==> config.mk <==
export PLATFORM = sky130hd
export DESIGN_NAME = dual_wheel_step_move_controller_flat
export DESIGN_NICKNAME = d
export VERILOG_FILES = /design/src/sv/dwsmc_pkg.sv /design/src/sv/dwsmc_in_if.sv /design/src/sv/dwsmc_out_if.sv /design/src/sv/dual_wheel_step_move_controller.sv /design/src/flat_wrapper.sv
export SDC_FILE = /design/constraint.sdc
export NUM_CORES = 1
export LEC_CHECK = 0
export ABC_CLOCK_PERIOD_IN_PS = 12600
export BUFFER_PORTS_ARGS = -buffer_cell sky130_fd_sc_hd__clkbuf_2
export CORE_MARGIN = 5
export CORE_UTILIZATION = 30
export DETAILED_ROUTE_END_ITERATION = 6
export HOLD_SLACK_MARGIN = 0.06
export SLEW_MARGIN = 25
export SYNTH_ARGS = -nofsm -noshare
export SYNTH_HDL_FRONTEND = slang
export SYNTH_SLANG_ARGS = --single-unit
export TNS_END_PERCENT = 1
==> constraint.sdc <==
create_clock -name clk -period 12.6 [get_ports clk]
set_input_delay 2.52 -clock clk [delete_from_list [all_inputs] [get_ports clk]]
set_output_delay 2.52 -clock clk [all_outputs]
set_load 0.02 [all_outputs]
==> src/sv/dwsmc_pkg.sv <==
package dwsmc_pkg;

	// Item opcodes
	typedef enum logic {
		OP_START = 1'b0,
		OP_TICK  = 1'b1
	} op_t;

	// One motor's two pin levels: pin1 level and pin2 PWM duty
	typedef struct packed {
		logic       pin1;
		logic [7:0] duty;
	} motor_pins_t;

	localparam motor_pins_t MOTOR_OFF = '{pin1: 1'b0, duty: 8'd0};

	// Map a wheel drive request to pin levels.
	// Positive power: pin1 low, duty on pin2. Negative: pin1 high, duty 0.
	// Zero power (not driven or speed 0): both low.
	// flip inverts the power sign (left wheel is mounted mirrored).
	function automatic motor_pins_t drive_pins(input logic drive, input logic reverse,
			input logic flip, input logic [7:0] spd);
		motor_pins_t p;
		p = MOTOR_OFF;
		if (drive && (spd != 8'd0)) begin
			if (reverse ^ flip) begin
				p.pin1 = 1'b1;
			end else begin
				p.duty = spd;
			end
		end
		return p;
	endfunction

endpackage

==> src/sv/dwsmc_in_if.sv <==
interface dwsmc_in_if #(
	parameter int STEP_WIDTH = 16
);
	logic                         valid;
	logic                         ready;
	logic                         op;
	logic signed [STEP_WIDTH-1:0] steps_left;
	logic signed [STEP_WIDTH-1:0] steps_right;
	logic [7:0]                   speed;
	logic [14:0]                  sync_limit;
	logic                         enc_left;
	logic                         enc_right;

	modport source (output valid, op, steps_left, steps_right, speed, sync_limit,
		enc_left, enc_right, input ready);
	modport sink (input valid, op, steps_left, steps_right, speed, sync_limit,
		enc_left, enc_right, output ready);
endinterface

==> src/sv/dwsmc_out_if.sv <==
interface dwsmc_out_if #(
	parameter int STEP_WIDTH = 16
);
	logic                       valid;
	logic                       ready;
	logic                       busy_res;
	logic                       a_pin1;
	logic [7:0]                 a_pin2_duty;
	logic                       b_pin1;
	logic [7:0]                 b_pin2_duty;
	logic signed [STEP_WIDTH:0] left_left_to_go;
	logic signed [STEP_WIDTH:0] right_left_to_go;

	modport source (output valid, busy_res, a_pin1, a_pin2_duty, b_pin1, b_pin2_duty,
		left_left_to_go, right_left_to_go, input ready);
	modport sink (input valid, busy_res, a_pin1, a_pin2_duty, b_pin1, b_pin2_duty,
		left_left_to_go, right_left_to_go, output ready);
endinterface

==> src/sv/dual_wheel_step_move_controller.sv <==
// Path: a result passes through the input register, then the move state / result
// register.
// Throughput: one item per cycle while results are taken; the input register lets one item enter while a
// result waits to be taken.
// Reset: arst_n clears the move, counts, encoder history and all motor pins (off).
module dual_wheel_step_move_controller
	import dwsmc_pkg::*;
#(
	parameter int STEP_WIDTH = 16
) (
	input  logic         clk,
	input  logic         arst_n,
	dwsmc_in_if.sink     cmd,
	dwsmc_out_if.source  res
);

	localparam int CW = STEP_WIDTH + 1;
	localparam int DW = (STEP_WIDTH + 2 > 16) ? STEP_WIDTH + 2 : 16;
	localparam logic signed [CW-1:0] CNT_MIN = {2'b11, {(STEP_WIDTH-1){1'b0}}};

	// Input register
	logic                         valid_s1;
	op_t                          op_s1;
	logic signed [STEP_WIDTH-1:0] steps_left_s1;
	logic signed [STEP_WIDTH-1:0] steps_right_s1;
	logic [7:0]                   speed_s1;
	logic [14:0]                  sync_limit_s1;
	logic                         enc_left_s1;
	logic                         enc_right_s1;

	// Move state; also serves as the result register
	logic                 res_valid_q;
	logic                 in_progress_q;
	logic signed [CW-1:0] left_count_q;
	logic signed [CW-1:0] right_count_q;
	logic                 left_rev_q;
	logic                 right_rev_q;
	logic                 prev_enc_left_q;
	logic                 prev_enc_right_q;
	logic [7:0]           speed_q;
	logic [14:0]          sync_limit_q;
	motor_pins_t          a_pins_q;
	motor_pins_t          b_pins_q;

	logic                 in_progress_d;
	logic signed [CW-1:0] left_count_d;
	logic signed [CW-1:0] right_count_d;
	logic                 left_rev_d;
	logic                 right_rev_d;
	logic [7:0]           speed_d;
	logic [14:0]          sync_limit_d;
	motor_pins_t          a_pins_d;
	motor_pins_t          b_pins_d;

	logic                 advance;
	logic                 update;
	logic signed [CW-1:0] sl_ext;
	logic signed [CW-1:0] sr_ext;
	logic signed [CW-1:0] lc_dec;
	logic signed [CW-1:0] rc_dec;
	logic signed [DW-1:0] diff_rl;
	logic signed [DW-1:0] diff_lr;
	logic signed [DW-1:0] lim_ext;
	logic                 drive_l;
	logic                 drive_r;

	// Handshake
	assign advance   = !res_valid_q || res.ready;
	assign cmd.ready = !valid_s1 || advance;
	assign update    = valid_s1 && advance;

	always_ff @(posedge clk or negedge arst_n) begin
		if (!arst_n) begin
			valid_s1 <= 1'b0;
		end else if (cmd.ready) begin
			valid_s1 <= cmd.valid;
		end
	end

	always_ff @(posedge clk) begin
		if (cmd.valid && cmd.ready) begin
			op_s1          <= op_t'(cmd.op);
			steps_left_s1  <= cmd.steps_left;
			steps_right_s1 <= cmd.steps_right;
			speed_s1       <= cmd.speed;
			sync_limit_s1  <= cmd.sync_limit;
			enc_left_s1    <= cmd.enc_left;
			enc_right_s1   <= cmd.enc_right;
		end
	end

	// Count decrement on encoder toggle, saturating at -2^(STEP_WIDTH-1)
	assign sl_ext = CW'(steps_left_s1);
	assign sr_ext = CW'(steps_right_s1);
	assign lc_dec = ((enc_left_s1 != prev_enc_left_q) && (left_count_q != CNT_MIN)) ?
		left_count_q - CW'(1) : left_count_q;
	assign rc_dec = ((enc_right_s1 != prev_enc_right_q) && (right_count_q != CNT_MIN)) ?
		right_count_q - CW'(1) : right_count_q;

	// Sync check on the decremented counts
	assign diff_rl = DW'(rc_dec) - DW'(lc_dec);
	assign diff_lr = DW'(lc_dec) - DW'(rc_dec);
	assign lim_ext = $signed({{(DW-15){1'b0}}, sync_limit_q});
	assign drive_l = (lc_dec > 0) && ((sync_limit_q == 15'd0) || (diff_rl < lim_ext));
	assign drive_r = (rc_dec > 0) && ((sync_limit_q == 15'd0) || (diff_lr < lim_ext));

	// Next move state
	always_comb begin
		in_progress_d = in_progress_q;
		left_count_d  = left_count_q;
		right_count_d = right_count_q;
		left_rev_d    = left_rev_q;
		right_rev_d   = right_rev_q;
		speed_d       = speed_q;
		sync_limit_d  = sync_limit_q;
		a_pins_d      = a_pins_q;
		b_pins_d      = b_pins_q;
		case (op_s1)
			OP_START: begin
				in_progress_d = 1'b1;
				left_count_d  = (sl_ext < 0) ? -sl_ext : sl_ext;
				right_count_d = (sr_ext < 0) ? -sr_ext : sr_ext;
				left_rev_d    = !(sl_ext > 0);
				right_rev_d   = !(sr_ext > 0);
				speed_d       = speed_s1;
				sync_limit_d  = sync_limit_s1;
			end
			OP_TICK: begin
				if (in_progress_q) begin
					left_count_d  = lc_dec;
					right_count_d = rc_dec;
					if ((lc_dec <= 0) && (rc_dec <= 0)) begin
						in_progress_d = 1'b0;
						a_pins_d      = MOTOR_OFF;
						b_pins_d      = MOTOR_OFF;
					end else begin
						a_pins_d = drive_pins(drive_r, right_rev_q, 1'b0, speed_q);
						b_pins_d = drive_pins(drive_l, left_rev_q, 1'b1, speed_q);
					end
				end
			end
			default: begin
			end
		endcase
	end

	// State / result register
	always_ff @(posedge clk or negedge arst_n) begin
		if (!arst_n) begin
			res_valid_q      <= 1'b0;
			in_progress_q    <= 1'b0;
			left_count_q     <= '0;
			right_count_q    <= '0;
			left_rev_q       <= 1'b0;
			right_rev_q      <= 1'b0;
			prev_enc_left_q  <= 1'b0;
			prev_enc_right_q <= 1'b0;
			speed_q          <= '0;
			sync_limit_q     <= '0;
			a_pins_q         <= MOTOR_OFF;
			b_pins_q         <= MOTOR_OFF;
		end else begin
			if (advance) begin
				res_valid_q <= valid_s1;
			end
			if (update) begin
				in_progress_q <= in_progress_d;
				left_count_q  <= left_count_d;
				right_count_q <= right_count_d;
				left_rev_q    <= left_rev_d;
				right_rev_q   <= right_rev_d;
				speed_q       <= speed_d;
				sync_limit_q  <= sync_limit_d;
				a_pins_q      <= a_pins_d;
				b_pins_q      <= b_pins_d;
				// encoders are sampled by starts and by ticks of a running move
				if ((op_s1 == OP_START) || in_progress_q) begin
					prev_enc_left_q  <= enc_left_s1;
					prev_enc_right_q <= enc_right_s1;
				end
			end
		end
	end

	// Result fields
	assign res.valid            = res_valid_q;
	assign res.busy_res         = in_progress_q;
	assign res.a_pin1           = a_pins_q.pin1;
	assign res.a_pin2_duty      = a_pins_q.duty;
	assign res.b_pin1           = b_pins_q.pin1;
	assign res.b_pin2_duty      = b_pins_q.duty;
	assign res.left_left_to_go  = left_count_q;
	assign res.right_left_to_go = right_count_q;

endmodule

==> src/flat_wrapper.sv <==
// flat-port wrapper written by rule: the top's interface ports become plain ports
module dual_wheel_step_move_controller_flat import dwsmc_pkg::*;
#(
	parameter int STEP_WIDTH = 16
)
  (clk, arst_n, cmd_valid, cmd_op, cmd_steps_left, cmd_steps_right, cmd_speed, cmd_sync_limit, cmd_enc_left, cmd_enc_right, cmd_ready, res_valid, res_busy_res, res_a_pin1, res_a_pin2_duty, res_b_pin1, res_b_pin2_duty, res_left_left_to_go, res_right_left_to_go, res_ready);
  dwsmc_in_if #(.STEP_WIDTH(STEP_WIDTH)) cmd_i ();
  dwsmc_out_if #(.STEP_WIDTH(STEP_WIDTH)) res_i ();
  input  logic clk;
  input  logic arst_n;
  input wire logic [$bits(cmd_i.valid)-1:0] cmd_valid;
  input wire logic [$bits(cmd_i.op)-1:0] cmd_op;
  input wire logic [$bits(cmd_i.steps_left)-1:0] cmd_steps_left;
  input wire logic [$bits(cmd_i.steps_right)-1:0] cmd_steps_right;
  input wire logic [$bits(cmd_i.speed)-1:0] cmd_speed;
  input wire logic [$bits(cmd_i.sync_limit)-1:0] cmd_sync_limit;
  input wire logic [$bits(cmd_i.enc_left)-1:0] cmd_enc_left;
  input wire logic [$bits(cmd_i.enc_right)-1:0] cmd_enc_right;
  output wire logic [$bits(cmd_i.ready)-1:0] cmd_ready;
  output wire logic [$bits(res_i.valid)-1:0] res_valid;
  output wire logic [$bits(res_i.busy_res)-1:0] res_busy_res;
  output wire logic [$bits(res_i.a_pin1)-1:0] res_a_pin1;
  output wire logic [$bits(res_i.a_pin2_duty)-1:0] res_a_pin2_duty;
  output wire logic [$bits(res_i.b_pin1)-1:0] res_b_pin1;
  output wire logic [$bits(res_i.b_pin2_duty)-1:0] res_b_pin2_duty;
  output wire logic [$bits(res_i.left_left_to_go)-1:0] res_left_left_to_go;
  output wire logic [$bits(res_i.right_left_to_go)-1:0] res_right_left_to_go;
  input wire logic [$bits(res_i.ready)-1:0] res_ready;
  assign cmd_i.valid = cmd_valid;
  assign cmd_i.op = cmd_op;
  assign cmd_i.steps_left = cmd_steps_left;
  assign cmd_i.steps_right = cmd_steps_right;
  assign cmd_i.speed = cmd_speed;
  assign cmd_i.sync_limit = cmd_sync_limit;
  assign cmd_i.enc_left = cmd_enc_left;
  assign cmd_i.enc_right = cmd_enc_right;
  assign cmd_ready = cmd_i.ready;
  assign res_valid = res_i.valid;
  assign res_busy_res = res_i.busy_res;
  assign res_a_pin1 = res_i.a_pin1;
  assign res_a_pin2_duty = res_i.a_pin2_duty;
  assign res_b_pin1 = res_i.b_pin1;
  assign res_b_pin2_duty = res_i.b_pin2_duty;
  assign res_left_left_to_go = res_i.left_left_to_go;
  assign res_right_left_to_go = res_i.right_left_to_go;
  assign res_i.ready = res_ready;
  dual_wheel_step_move_controller #(.STEP_WIDTH(STEP_WIDTH)) u_core (.clk(clk), .arst_n(arst_n), .cmd(cmd_i), .res(res_i));
endmodule
==> results.ini <==
[run_status]
status = complete, no violations

[floorplanning]
initial_core_util_pct = 30.3
ioPinCount = 117
die_height_um = 189
die-area_um2 = 35600
core_um2 = 31600
die_w_um = 189
rows = 65

[synthesis]
synth_top_area_share_pct = 21.4
syn_avg_cell_area_um2 = 9.16
ys_types = 86
synthesis.area_um2 = 9580
synthTopCellsByArea = dfrtp_1 (21%), edfxtp_1 (18%), ha_1 (8.2%)
syn_nets = 1171
synth-edff-count = 58
async_reset_ff_share_pct = 58.6
synth-seq-cells = 140
synth_warnings = 0
yosysSeqAreaShare_pct = 39.6
ys.flop_type = dfrtp_1
netlist.top_cell.by_area = dfrtp_1
syn_inst = 1046

[routing]
viasPerCell = 5.22
wl_per_cell_um = 17.5
remaining_drc_errors = 0
drt_pass1_iterations = 6
dr.first_iter.drc_count = 741
wirelength_um = 27200
vias = 8105
ant_nets = 0

[timing]
finClkSkew_ps = 12.9
setup_tns_ps = 0
finalHoldViolCount = 0
timing.final.crit_share_pct = 49.3
whs_ps = 456
maxSlewViolCount = 0
rsz0062_at_grt = false
setup_viol = 0
slew_headroom_pct = 34.0
max_freq_ghz = 0.161
finalCriticalPeriod_ps = 6220
tightest_slew_ps = 987

[power]
leakagePower_nw = 4.55
cellPowerDensity_nw_per_um2 = 233
ir_worst_vdd_mv = 0.106

[place]
port_buffers = 116
gp_congestion = 0.899
dp.cells = 1520
dpl.hpwl_um = 21100

[layout]
layout_common_cells = clkbuf_2 (115), nand2_1 (103), o21ai_0 (89)
nets = 1262
diodes = 0
layout_commonest_cell = clkbuf_2
syn_to_final_growth_pct = 15.2
multi_input_area_um2 = 5300
seq_area_um2 = 3790
drive_above_1_share_pct = 16.2
final_cells = 1552
fillers = 3289

[worst_setup_path]
critical_path_class = reg -> reg
cp_data_required_time_ps = 12950
crit_arrival_ps = 6560
endpoint_kind = flop
crit_path_start_kind = flop
cp_max_fo = 9

[clocking]
cts_buffer_depth = 2
insertion_delay_ps = 430
cts_setup_buffers = 0
cts_tree = yes
post_cts_resized = 0
cts.sinks = 140
clk_pin_slew_worst_paths_ps = 60
clockRootBuffer = clkbuf_16
htreeDepth = 4
hold_buffers = 0
cts_buffers = 17

[global_routing]
first_global_vias = 7923
overflow = 0
track_usage_pct = 15.2
grt_max_degree = 69
antenna_found_initial = 0
grt_pass1_wl_um = 43900

[run]
cap_violations = 0

[hold_path]
min_path_type = reg -> reg

## per-layer routing
| layer | wire (um) | up-vias | track usage (%) |
|---|---|---|---|
| met1 | 13000 | 3894 | 21.3 |
| met4 | 516 | 0 | 4.12 |
| met3 | 1460 | 28 | 3.58 |
| li1 | - | 3977 | - |
| met2 | 12200 | 206 | 23.8 |
| met5 | 0 | - | 0 |
## worst paths after layout
path | from | end | slack, ps | cells past startpoint
worst max-delay path | u_core.res.left_left_to_go[0]$_DFFE_PN0P_ | u_core.res.b_pin2_duty[7]$_DFFE_PN0P_ | 6380 | 23
worst min-delay path | u_core.sync_limit_s1[3]$_DFFE_PP_ | u_core.sync_limit_q[3]$_DFFE_PN0P_ | 460 | 2
worst max register to register | u_core.res.left_left_to_go[0]$_DFFE_PN0P_ | u_core.res.b_pin2_duty[7]$_DFFE_PN0P_ | 6380 | 23
worst min register to register | u_core.sync_limit_s1[3]$_DFFE_PP_ | u_core.sync_limit_q[3]$_DFFE_PN0P_ | 460 | 2
max in group asynchronous | arst_n | u_core.sync_limit_q[12]$_DFFE_PN0P_ | 9510 | 2
min in group asynchronous | arst_n | u_core.res.left_left_to_go[16]$_DFFE_PN0P_ | 2000 | 1
## synthesized netlist by cell type, types with 3 or more instances
| cell | count |
|---|---|
| a211oi_1 | 7 |
| o21ai_1 | 11 |
| a211o_1 | 4 |
| or2_2 | 3 |
| xnor2_1 | 54 |
| a2111oi_0 | 3 |
| o21bai_1 | 3 |
| or4_1 | 7 |
| and3_1 | 5 |
| o31ai_1 | 14 |
| a21oi_1 | 67 |
| inv_1 | 72 |
| xor2_1 | 29 |
| o22a_1 | 9 |
| maj3_1 | 3 |
| nor2_1 | 62 |
| dfrtp_1 | 82 |
| a2bb2oi_1 | 5 |
| a21o_1 | 10 |
| edfxtp_1 | 58 |
| a31oi_1 | 9 |
| o31a_1 | 3 |
| nand2b_1 | 11 |
| and2_1 | 8 |
| nor2b_1 | 5 |
| o21a_1 | 7 |
| nand4_1 | 8 |
| o41ai_1 | 6 |
| o21ai_0 | 90 |
| nand3_1 | 32 |
| buf_6 | 3 |
| buf_2 | 4 |
| ha_1 | 63 |
| or3_1 | 14 |
| a32o_1 | 9 |
| nor4_1 | 17 |
| nor3_1 | 30 |
| o22ai_1 | 4 |
| nand2_1 | 103 |
| o211ai_1 | 7 |
| mux2_2 | 11 |
| clkbuf_1 | 38 |
| mux2i_1 | 3 |
## stage by stage
step	instance area [um^2]	utilization [%]	total power (W)	worst slack, ps
floorplan	9580	-	0.00172	6930
global placement	10500	33.3	0.00209	6520
detailed placement	10500	33.3	0.00211	6380
CTS	11000	35.0	0.00259	6330
global route	11000	35.0	0.00281	5780
finish	11000	35.0	0.00257	6380
## report_power, final
| group | switching (W) | total (W) | internal (W) |
|---|---|---|---|
| Clock | 0.000207 | 0.000465 | 0.000258 |
| Sequential | 0.000106 | 0.000666 | 0.000560 |
| Combinational | 0.000870 | 0.00144 | 0.000573 |
| Total | 0.00118 | 0.00257 | 0.00139 |
## area by class of cell
class | instances | share of cell area, %
inverters | 74 | 2.52
flip-flops and latches | 140 | 34.4
clock buffers | 20 | 4.05
clock inverters | 12 | 0.828
repair buffers | 121 | 5.62
well taps | 402 | 4.56
multi-input cells | 783 | 48.0
## critical path, stage by stage, from the launching register on
cell       delay, ps
dfrtp_1          450
inv_1            130
ha_1             240
or4b_4           510
nor4_4           540
mux2_4           360
a211oi_2         440
nor2_1           140
ha_1             240
a21oi_1          150
nor2b_1           70
a311oi_2         350
o21ai_1          170
a2111oi_2        470
nor3_1           120
o21ai_0          160
a21oi_1           90
ha_1             300
a211oi_1         200
o311ai_0         160
a31o_2           250
a21oi_1          220
a311oi_4         200
o21ai_1          180
## state kept, by name, indices dropped and copies added, names as in the netlist, 8 cells and up
signal / count
u_core.res.b_pin2_duty: 8
u_core.res.right_left_to_go: 17
u_core.speed_q: 8
u_core.res.a_pin2_duty: 8
u_core.sync_limit_s1: 15
u_core.res.left_left_to_go: 17
u_core.speed_s1: 8
u_core.steps_right_s1: 16
u_core.steps_left_s1: 16
u_core.sync_limit_q: 15
## cell families (layout without fill, tap and decap cells)
kind of cell	count (synthesis)	after routing	synth area share, %
adder cells (fa/ha/maj)	66	66	8.54
buffers and inverters	123	227	5.16
multiplexers	15	15	1.76
XOR/XNOR	85	85	8.06
AO/OA/AOI/OAI	296	296	20.3
AND/OR/NAND/NOR	321	321	16.6
flip-flops	140	140	39.6
Note: power is estimated with default switching activity, not from simulation.
